==> config.mk <==
export PLATFORM = sky130hd
export DESIGN_NAME = rtp_seq
export DESIGN_NICKNAME = d
export VERILOG_FILES = /design/src/design/rtp_pkg.sv /design/src/design/rtp_seq.sv
export SDC_FILE = /design/constraint.sdc
export NUM_CORES = 1
export LEC_CHECK = 0
export ABC_AREA = 1
export BUFFER_PORTS_ARGS = -buffer_cell sky130_fd_sc_hd__buf_2
export CORE_AREA = 2 2 295 297
export DETAILED_ROUTE_END_ITERATION = 16
export DIE_AREA = 0 0 297 299
export PLACE_DENSITY = 0.37
export SYNTH_ARGS = -nofsm -noshare
export SYNTH_HDL_FRONTEND = slang
export SYNTH_SLANG_ARGS = --single-unit
==> constraint.sdc <==
create_clock -name clk_i -period 10.3 [get_ports clk_i]
set_input_delay 1.03 -clock clk_i [delete_from_list [all_inputs] [get_ports clk_i]]
set_output_delay 1.03 -clock clk_i [all_outputs]
set_load 0.05 [all_outputs]
==> src/design/rtp_pkg.sv <==
// Shared types and constants for the recency table with pruning.
`default_nettype none

package rtp_pkg;

  localparam int unsigned DEPTH_DEF       = 32;
  localparam int unsigned KEY_W           = 64;
  localparam int unsigned STAMP_W         = 64;
  localparam int unsigned COUNT_W         = 6;
  localparam int unsigned CFG_W           = 6;
  localparam int unsigned ENTRY_W         = KEY_W + STAMP_W;
  localparam logic [CFG_W-1:0] MAX_ENTRIES_RST = CFG_W'(32);

  typedef enum logic [0:0] {
    OP_NOTICE = 1'b0,
    OP_PRUNE  = 1'b1
  } rtp_op_e;

  typedef enum logic [2:0] {
    ST_UPDATED  = 3'd0,
    ST_INSERTED = 3'd1,
    ST_DROPPED  = 3'd2,
    ST_EVICTED  = 3'd3,
    ST_NONE     = 3'd4
  } rtp_status_e;

  typedef enum logic [3:0] {
    S_IDLE,
    S_N_SCAN,
    S_N_DONE,
    S_P_NONE,
    S_P_LOADI,
    S_P_GETI,
    S_P_RANK,
    S_P_PLACE,
    S_C_READ,
    S_C_STEP
  } rtp_state_e;

  typedef struct packed {
    rtp_status_e        status;
    logic [KEY_W-1:0]   key;
    logic [COUNT_W-1:0] count;
    logic               last;
  } rtp_result_t;

endpackage

`default_nettype wire

==> src/design/rtp_seq.sv <==
// Sequencer: notice scan, rank computation for prune, and copy-back/evict pass.
`default_nettype none

module rtp_seq import rtp_pkg::*; #(
  parameter int unsigned DEPTH = DEPTH_DEF,
  localparam int unsigned AW   = $clog2(DEPTH),
  localparam int unsigned CW   = $clog2(DEPTH + 1)
) (
  input  logic                clk_i,
  input  logic                rst_ni,
  input  logic                in_valid_i,
  output logic                in_ready_o,
  input  logic [0:0]          opcode_i,
  input  logic [KEY_W-1:0]    key_i,
  input  logic [STAMP_W-1:0]  stamp_i,
  input  logic [CFG_W-1:0]    max_entries_i,
  input  logic                res_free_i,
  output logic                res_push_o,
  output rtp_result_t         res_o,
  // Table memory
  output logic                m_wr_en_o,
  output logic [AW-1:0]       m_wr_addr_o,
  output logic [ENTRY_W-1:0]  m_wr_data_o,
  output logic                m_rd_en_o,
  output logic [AW-1:0]       m_rd_addr_o,
  input  logic [ENTRY_W-1:0]  m_rd_data_i,
  // Rank-ordered buffer memory
  output logic                b_wr_en_o,
  output logic [AW-1:0]       b_wr_addr_o,
  output logic [ENTRY_W-1:0]  b_wr_data_o,
  output logic                b_rd_en_o,
  output logic [AW-1:0]       b_rd_addr_o,
  input  logic [ENTRY_W-1:0]  b_rd_data_i
);

  localparam int unsigned MW = (CW > CFG_W) ? CW : CFG_W;

  rtp_state_e          state_q, state_d;
  logic [KEY_W-1:0]    key_q, key_d;
  logic [STAMP_W-1:0]  stamp_q, stamp_d;
  logic [CW-1:0]       occ_q, occ_d;
  logic [CW-1:0]       j_q, j_d;
  logic [CW-1:0]       i_q, i_d;
  logic [CW-1:0]       r_q, r_d;
  logic [AW-1:0]       cmp_idx_q, cmp_idx_d;
  logic                data_vld_q, data_vld_d;
  logic                hit_q, hit_d;
  logic [AW-1:0]       hit_idx_q, hit_idx_d;
  logic [AW-1:0]       rank_q, rank_d;
  logic [KEY_W-1:0]    ikey_q, ikey_d;
  logic [STAMP_W-1:0]  istamp_q, istamp_d;

  logic [KEY_W-1:0]    m_key;
  logic [STAMP_W-1:0]  m_stamp;
  logic                accept;
  logic                key_match;
  logic                newer;
  logic                scan_end;
  logic                prune_needed;
  logic                i_last;
  logic                r_keep;
  logic                r_last;

  assign m_key   = m_rd_data_i[ENTRY_W-1:STAMP_W];
  assign m_stamp = m_rd_data_i[STAMP_W-1:0];

  assign accept       = in_valid_i && (state_q == S_IDLE);
  assign key_match    = data_vld_q && (m_key == key_q);
  // Another entry ranks ahead on a strictly newer stamp, or an equal one in a lower slot.
  assign newer        = data_vld_q && ((m_stamp > istamp_q) ||
                        ((m_stamp == istamp_q) && (cmp_idx_q < i_q[AW-1:0])));
  assign scan_end     = (j_q == occ_q);
  assign prune_needed = MW'(occ_q) > MW'(max_entries_i);
  assign i_last       = (i_q + CW'(1)) == occ_q;
  assign r_keep       = MW'(r_q) < MW'(max_entries_i);
  assign r_last       = (r_q + CW'(1)) == occ_q;

  assign in_ready_o = (state_q == S_IDLE);

  // Next state.
  always_comb begin
    state_d = state_q;
    unique case (state_q)
      S_IDLE: begin
        if (accept) begin
          if (rtp_op_e'(opcode_i) == OP_NOTICE) begin
            state_d = S_N_SCAN;
          end else if (prune_needed) begin
            state_d = S_P_LOADI;
          end else begin
            state_d = S_P_NONE;
          end
        end
      end
      S_N_SCAN: begin
        if (key_match || scan_end) begin
          state_d = S_N_DONE;
        end
      end
      S_N_DONE, S_P_NONE: begin
        if (res_free_i) begin
          state_d = S_IDLE;
        end
      end
      S_P_LOADI: state_d = S_P_GETI;
      S_P_GETI:  state_d = S_P_RANK;
      S_P_RANK: begin
        if (scan_end) begin
          state_d = S_P_PLACE;
        end
      end
      S_P_PLACE: begin
        state_d = i_last ? S_C_READ : S_P_LOADI;
      end
      S_C_READ: state_d = S_C_STEP;
      S_C_STEP: begin
        if (r_keep || res_free_i) begin
          state_d = r_last ? S_IDLE : S_C_READ;
        end
      end
      default: state_d = S_IDLE;
    endcase
  end

  // Datapath and memory controls.
  always_comb begin
    key_d       = key_q;
    stamp_d     = stamp_q;
    occ_d       = occ_q;
    j_d         = j_q;
    i_d         = i_q;
    r_d         = r_q;
    cmp_idx_d   = cmp_idx_q;
    data_vld_d  = data_vld_q;
    hit_d       = hit_q;
    hit_idx_d   = hit_idx_q;
    rank_d      = rank_q;
    ikey_d      = ikey_q;
    istamp_d    = istamp_q;
    m_wr_en_o   = 1'b0;
    m_wr_addr_o = '0;
    m_wr_data_o = {key_q, stamp_q};
    m_rd_en_o   = 1'b0;
    m_rd_addr_o = j_q[AW-1:0];
    b_wr_en_o   = 1'b0;
    b_wr_addr_o = rank_q;
    b_wr_data_o = {ikey_q, istamp_q};
    b_rd_en_o   = 1'b0;
    b_rd_addr_o = r_q[AW-1:0];
    res_push_o  = 1'b0;
    res_o       = '{status: ST_NONE, key: '0, count: COUNT_W'(occ_q), last: 1'b1};

    unique case (state_q)
      S_IDLE: begin
        if (accept) begin
          key_d      = key_i;
          stamp_d    = stamp_i;
          j_d        = '0;
          i_d        = '0;
          r_d        = '0;
          data_vld_d = 1'b0;
          hit_d      = 1'b0;
        end
      end
      S_N_SCAN: begin
        if (key_match) begin
          hit_d     = 1'b1;
          hit_idx_d = cmp_idx_q;
        end else if (!scan_end) begin
          m_rd_en_o  = 1'b1;
          cmp_idx_d  = j_q[AW-1:0];
          data_vld_d = 1'b1;
          j_d        = j_q + CW'(1);
        end
      end
      S_N_DONE: begin
        if (res_free_i) begin
          res_push_o = 1'b1;
          if (hit_q) begin
            m_wr_en_o    = 1'b1;
            m_wr_addr_o  = hit_idx_q;
            res_o.status = ST_UPDATED;
          end else if (occ_q != CW'(DEPTH)) begin
            m_wr_en_o    = 1'b1;
            m_wr_addr_o  = occ_q[AW-1:0];
            occ_d        = occ_q + CW'(1);
            res_o.status = ST_INSERTED;
            res_o.count  = COUNT_W'(occ_q + CW'(1));
          end else begin
            res_o.status = ST_DROPPED;
          end
        end
      end
      S_P_NONE: begin
        res_push_o = res_free_i;
      end
      S_P_LOADI: begin
        m_rd_en_o   = 1'b1;
        m_rd_addr_o = i_q[AW-1:0];
      end
      S_P_GETI: begin
        ikey_d     = m_key;
        istamp_d   = m_stamp;
        rank_d     = '0;
        j_d        = '0;
        data_vld_d = 1'b0;
      end
      S_P_RANK: begin
        if (newer) begin
          rank_d = rank_q + AW'(1);
        end
        if (!scan_end) begin
          m_rd_en_o  = 1'b1;
          cmp_idx_d  = j_q[AW-1:0];
          data_vld_d = 1'b1;
          j_d        = j_q + CW'(1);
        end else begin
          data_vld_d = 1'b0;
        end
      end
      S_P_PLACE: begin
        b_wr_en_o = 1'b1;
        i_d       = i_q + CW'(1);
      end
      S_C_READ: begin
        b_rd_en_o = 1'b1;
      end
      S_C_STEP: begin
        res_o.count = COUNT_W'(max_entries_i);
        res_o.last  = r_last;
        if (r_keep) begin
          m_wr_en_o   = 1'b1;
          m_wr_addr_o = r_q[AW-1:0];
          m_wr_data_o = b_rd_data_i;
        end else if (res_free_i) begin
          res_push_o   = 1'b1;
          res_o.status = ST_EVICTED;
          res_o.key    = b_rd_data_i[ENTRY_W-1:STAMP_W];
        end
        if (r_keep || res_free_i) begin
          r_d = r_q + CW'(1);
          if (r_last) begin
            occ_d = CW'(max_entries_i);
          end
        end
      end
      default: begin
      end
    endcase
  end

  always_ff @(posedge clk_i or negedge rst_ni) begin
    if (!rst_ni) begin
      state_q    <= S_IDLE;
      occ_q      <= '0;
      data_vld_q <= 1'b0;
      hit_q      <= 1'b0;
    end else begin
      state_q    <= state_d;
      occ_q      <= occ_d;
      data_vld_q <= data_vld_d;
      hit_q      <= hit_d;
    end
  end

  always_ff @(posedge clk_i) begin
    key_q     <= key_d;
    stamp_q   <= stamp_d;
    j_q       <= j_d;
    i_q       <= i_d;
    r_q       <= r_d;
    cmp_idx_q <= cmp_idx_d;
    hit_idx_q <= hit_idx_d;
    rank_q    <= rank_d;
    ikey_q    <= ikey_d;
    istamp_q  <= istamp_d;
  end

endmodule

`default_nettype wire

==> flow_summary_export.csv <==
group,metric,value,unit
logic_synthesis,synth_top_area_share,54.88,%
logic_synthesis,synth.yosys.seq_area_share,56.78,%
drt,wl,72260,µm
logic_synthesis,synth-async-reset-ratio,3.987,%
hold_path,holdCritPathClass,"in2async",
timing,period_minus_slack,4.969,ns
logic_synthesis,yosysWarnings,0,
setup_path,cp_max_fo,175,
global_route,antenna_found_initial,27,
timing,tightest_slew,1.309,ns
timing,finalMaxSlewViolations,0,
drt,wl_per_cell,20.35,µm
power,ir_drop,0.0001169,V
timing,setup_ws,5.331,ns
timing,finalSetupTns,0,ns
logic_synthesis,ys_types,41,
finish,final_common_cell,"buf_2",
power,clkPwrFrac,30.2,%
setup_path,crit_required,9.27,ns
timing,min_period_over_period,48.24,%
timing,skew,0.01695,ns
cts,cts_tree,"done",
logic_synthesis,synthCells,1591,
cts,cts.sinks,301,
cts,postCtsHoldBufs,0,
logic_synthesis,synthTopCellsByArea,"edfxtp_1 55%, nand2_1 7.5%, ha_1 6.8%",
cts,clkTransAtPathRegs,0.05,ns
drt,via_per_inst,3.952,
cts,cts_made_buffers,43,
cts,postCtsSetupBuffers,0,
logic_synthesis,synth-seq-cells,301,
floorplanning,initial_core_util,18.40,%
power,switching_power,2017,µW
setup_path,cp-start-kind,"input pin",
cts,ctsResizeCount,0,
power,p_int,2923,µW
global_route,track_usage,15.56,%
timing,final_hold_viol_count,0,
drt,vias,14040,
logic_synthesis,synth_edf_count,289,
global_route,grt_pass1_wl,100400,µm
setup_path,critical_path_class,"in2out",
timing,slew_headroom,12.74,%
cts,clkLatencyLatePin,0.56,ns
setup_path,critPathCaptureType,"primary output",
finish,fin_util,25.87,%
outcome,outcome,"finished clean",
timing,rsz0062_at_grt,"false",
global_route,grt_start_max_net_pins,176,
cts,clock-root-buffer,"clkbuf_16",
logic_synthesis,ys.flop_type,"edfxtp_1",
cts,htree_levels,2,
global_route,gr-total-overflow,0,
cts,cts.path.max_buffers,3,
finish,drive_above_1_share,37.73,%
setup_path,crit_arrival,3.94,ns
finish,fillers,9402,
power,switching_share,40.83,%
drt,first_pass_iters,4,
logic_synthesis,syn_area_per_cell,9.939,µm²
place,dp_hpwl,58840,µm
floorplanning,die_h,299,µm
floorplanning,io_pins,751,
power,sequentialPowerShare,36.3,%
logic_synthesis,synth_top_area_cell,"edfxtp_1",
floorplanning,die_w,297,µm
timing,fmax,201.3,MHz
setup_path,r2r_slack,6.26,ns
timing,setup_viol,0,
floorplanning,num_rows,108,
floorplanning,dieArea,88800,µm²
place,numPortBuffers,750,
drt,drc,0,
drt,drtAntennaViolNets,0,
finish,syn2layout_area_growth,40.62,%
place,pre_cts_ws,5.522,ns
drt,drtIter0Drc,695,
finish,mostFrequentLayoutCells,"750 x buf_2, 314 x nand2_1, 289 x edfxtp_1",
logic_synthesis,synth.net_count,2072,
power,p_leak,0.01069,µW
finish,nNetsFinal,2829,
power,pwr-share-comb,33.5,%
power,powerDensity,222.1,nW/µm²
place,gp_congestion,0.9765,
floorplanning,design.core.area,85940,µm²
logic_synthesis,syn_area,15810,µm²
run,maxCapViolations,0,
global_route,grt_pass1_vias,14410,
[kinds of logic after synthesis]
logic type               synth area share [%]
AND/OR/NAND/NOR                         15.21
buffers and inverters                   8.300
flip-flops                              56.78
AO/OA/AOI/OAI                           6.734
adder cells (fa/ha/maj)                 6.805
multiplexers                            4.621
XOR/XNOR                                1.551
[layout make-up]
cell class                      instances  area, µm²  area share, %
Tap cell                             1155       1445          6.499
Sequential cell                       301       8979          40.38
Multi-Input combinational cell        974       5548          24.95
Clock inverter                         32      296.5          1.334
Clock buffer                           48       1095          4.923
Antenna cell                           13      32.53         0.1463
Timing Repair Buffer                  755       3816          17.16
Inverter                              273       1025          4.608
[sequential cells by signal, indices dropped and copies added, names as in the netlist, 5 cells and up]
register     cells
b_wr_addr_o      5
cmp_idx_q        5
hit_idx_q        5
i_q              6
ikey_q          64
istamp_q        64
j_q              6
key_q           64
occ_q            6
r_q              6
stamp_q         64
[metal layers]
| layer | track usage [%] | share of wire (%) |
|---|---|---|
| met1 | 18.16 | 40 |
| met2 | 27.65 | 50 |
| met3 | 4.500 | 7.1 |
| met4 | 4.377 | 2.3 |
| met5 | 0 | 0.087 |
[synthesized netlist by cell type, types with 2 or more instances]
library cell / number
a21oi_1: 55
a31oi_1: 2
and2_1: 2
buf_2: 12
buf_4: 11
buf_6: 9
clkbuf_1: 9
clkbuf_2: 2
dfrtp_1: 12
edfxtp_1: 289
ha_1: 86
inv_1: 270
inv_2: 3
mux2_2: 64
nand2_1: 314
nand3_1: 41
nand3_2: 3
nand4_1: 15
nor2_1: 195
nor2_2: 3
nor3_1: 12
nor3b_1: 2
o211ai_1: 3
o21ai_0: 98
o21ai_1: 26
o221ai_1: 3
o22ai_1: 10
xnor2_1: 15
xor2_1: 13
[stage by stage]
stage	cells	hold WS, ns	total power [µW]	area, µm²
after floorplan	1591	0.4272	2959	15820
after global placement	3458	0.4483	3498	20810
after detailed placement	3458	0.4447	3491	20810
after CTS	3538	0.3238	5033	22200
after global routing	3547	0.3344	5207	22230
final	3551	0.3530	4939	22240
[worst max-delay path, cell delays in order]
cell	delay, ns
buf_2	0.10
inv_1	0.10
ha_1	0.24
a21boi_0	0.12
o21ai_1	0.25
nand3_4	0.37
buf_12	0.33
o21ai_0	0.53
buf_2	0.36
[power groups by stage]
stage,Combinational (µW),Clock (µW),Sequential (µW)
after floorplan,1110,0,1840
after global placement,1670,0,1830
after detailed placement,1670,0,1820
after CTS,1680,1550,1800
after global routing,1790,1600,1820
final,1650,1490,1790
[worst paths after layout]
check | from | endpoint | cells after the start
setup / recovery | max_entries_i[1] | m_wr_data_o[65] | 9
hold / removal | rst_ni | hit_q | 1
setup reg to reg | state_q[2] | key_q[57] | 9
hold reg to reg | cmp_idx_q[2] | hit_idx_q[2] | 0
max in group asynchronous | rst_ni | occ_q[3] | 1
min in group clk_i | cmp_idx_q[2] | hit_idx_q[2] | 0
(Power assumes the default switching activity.)
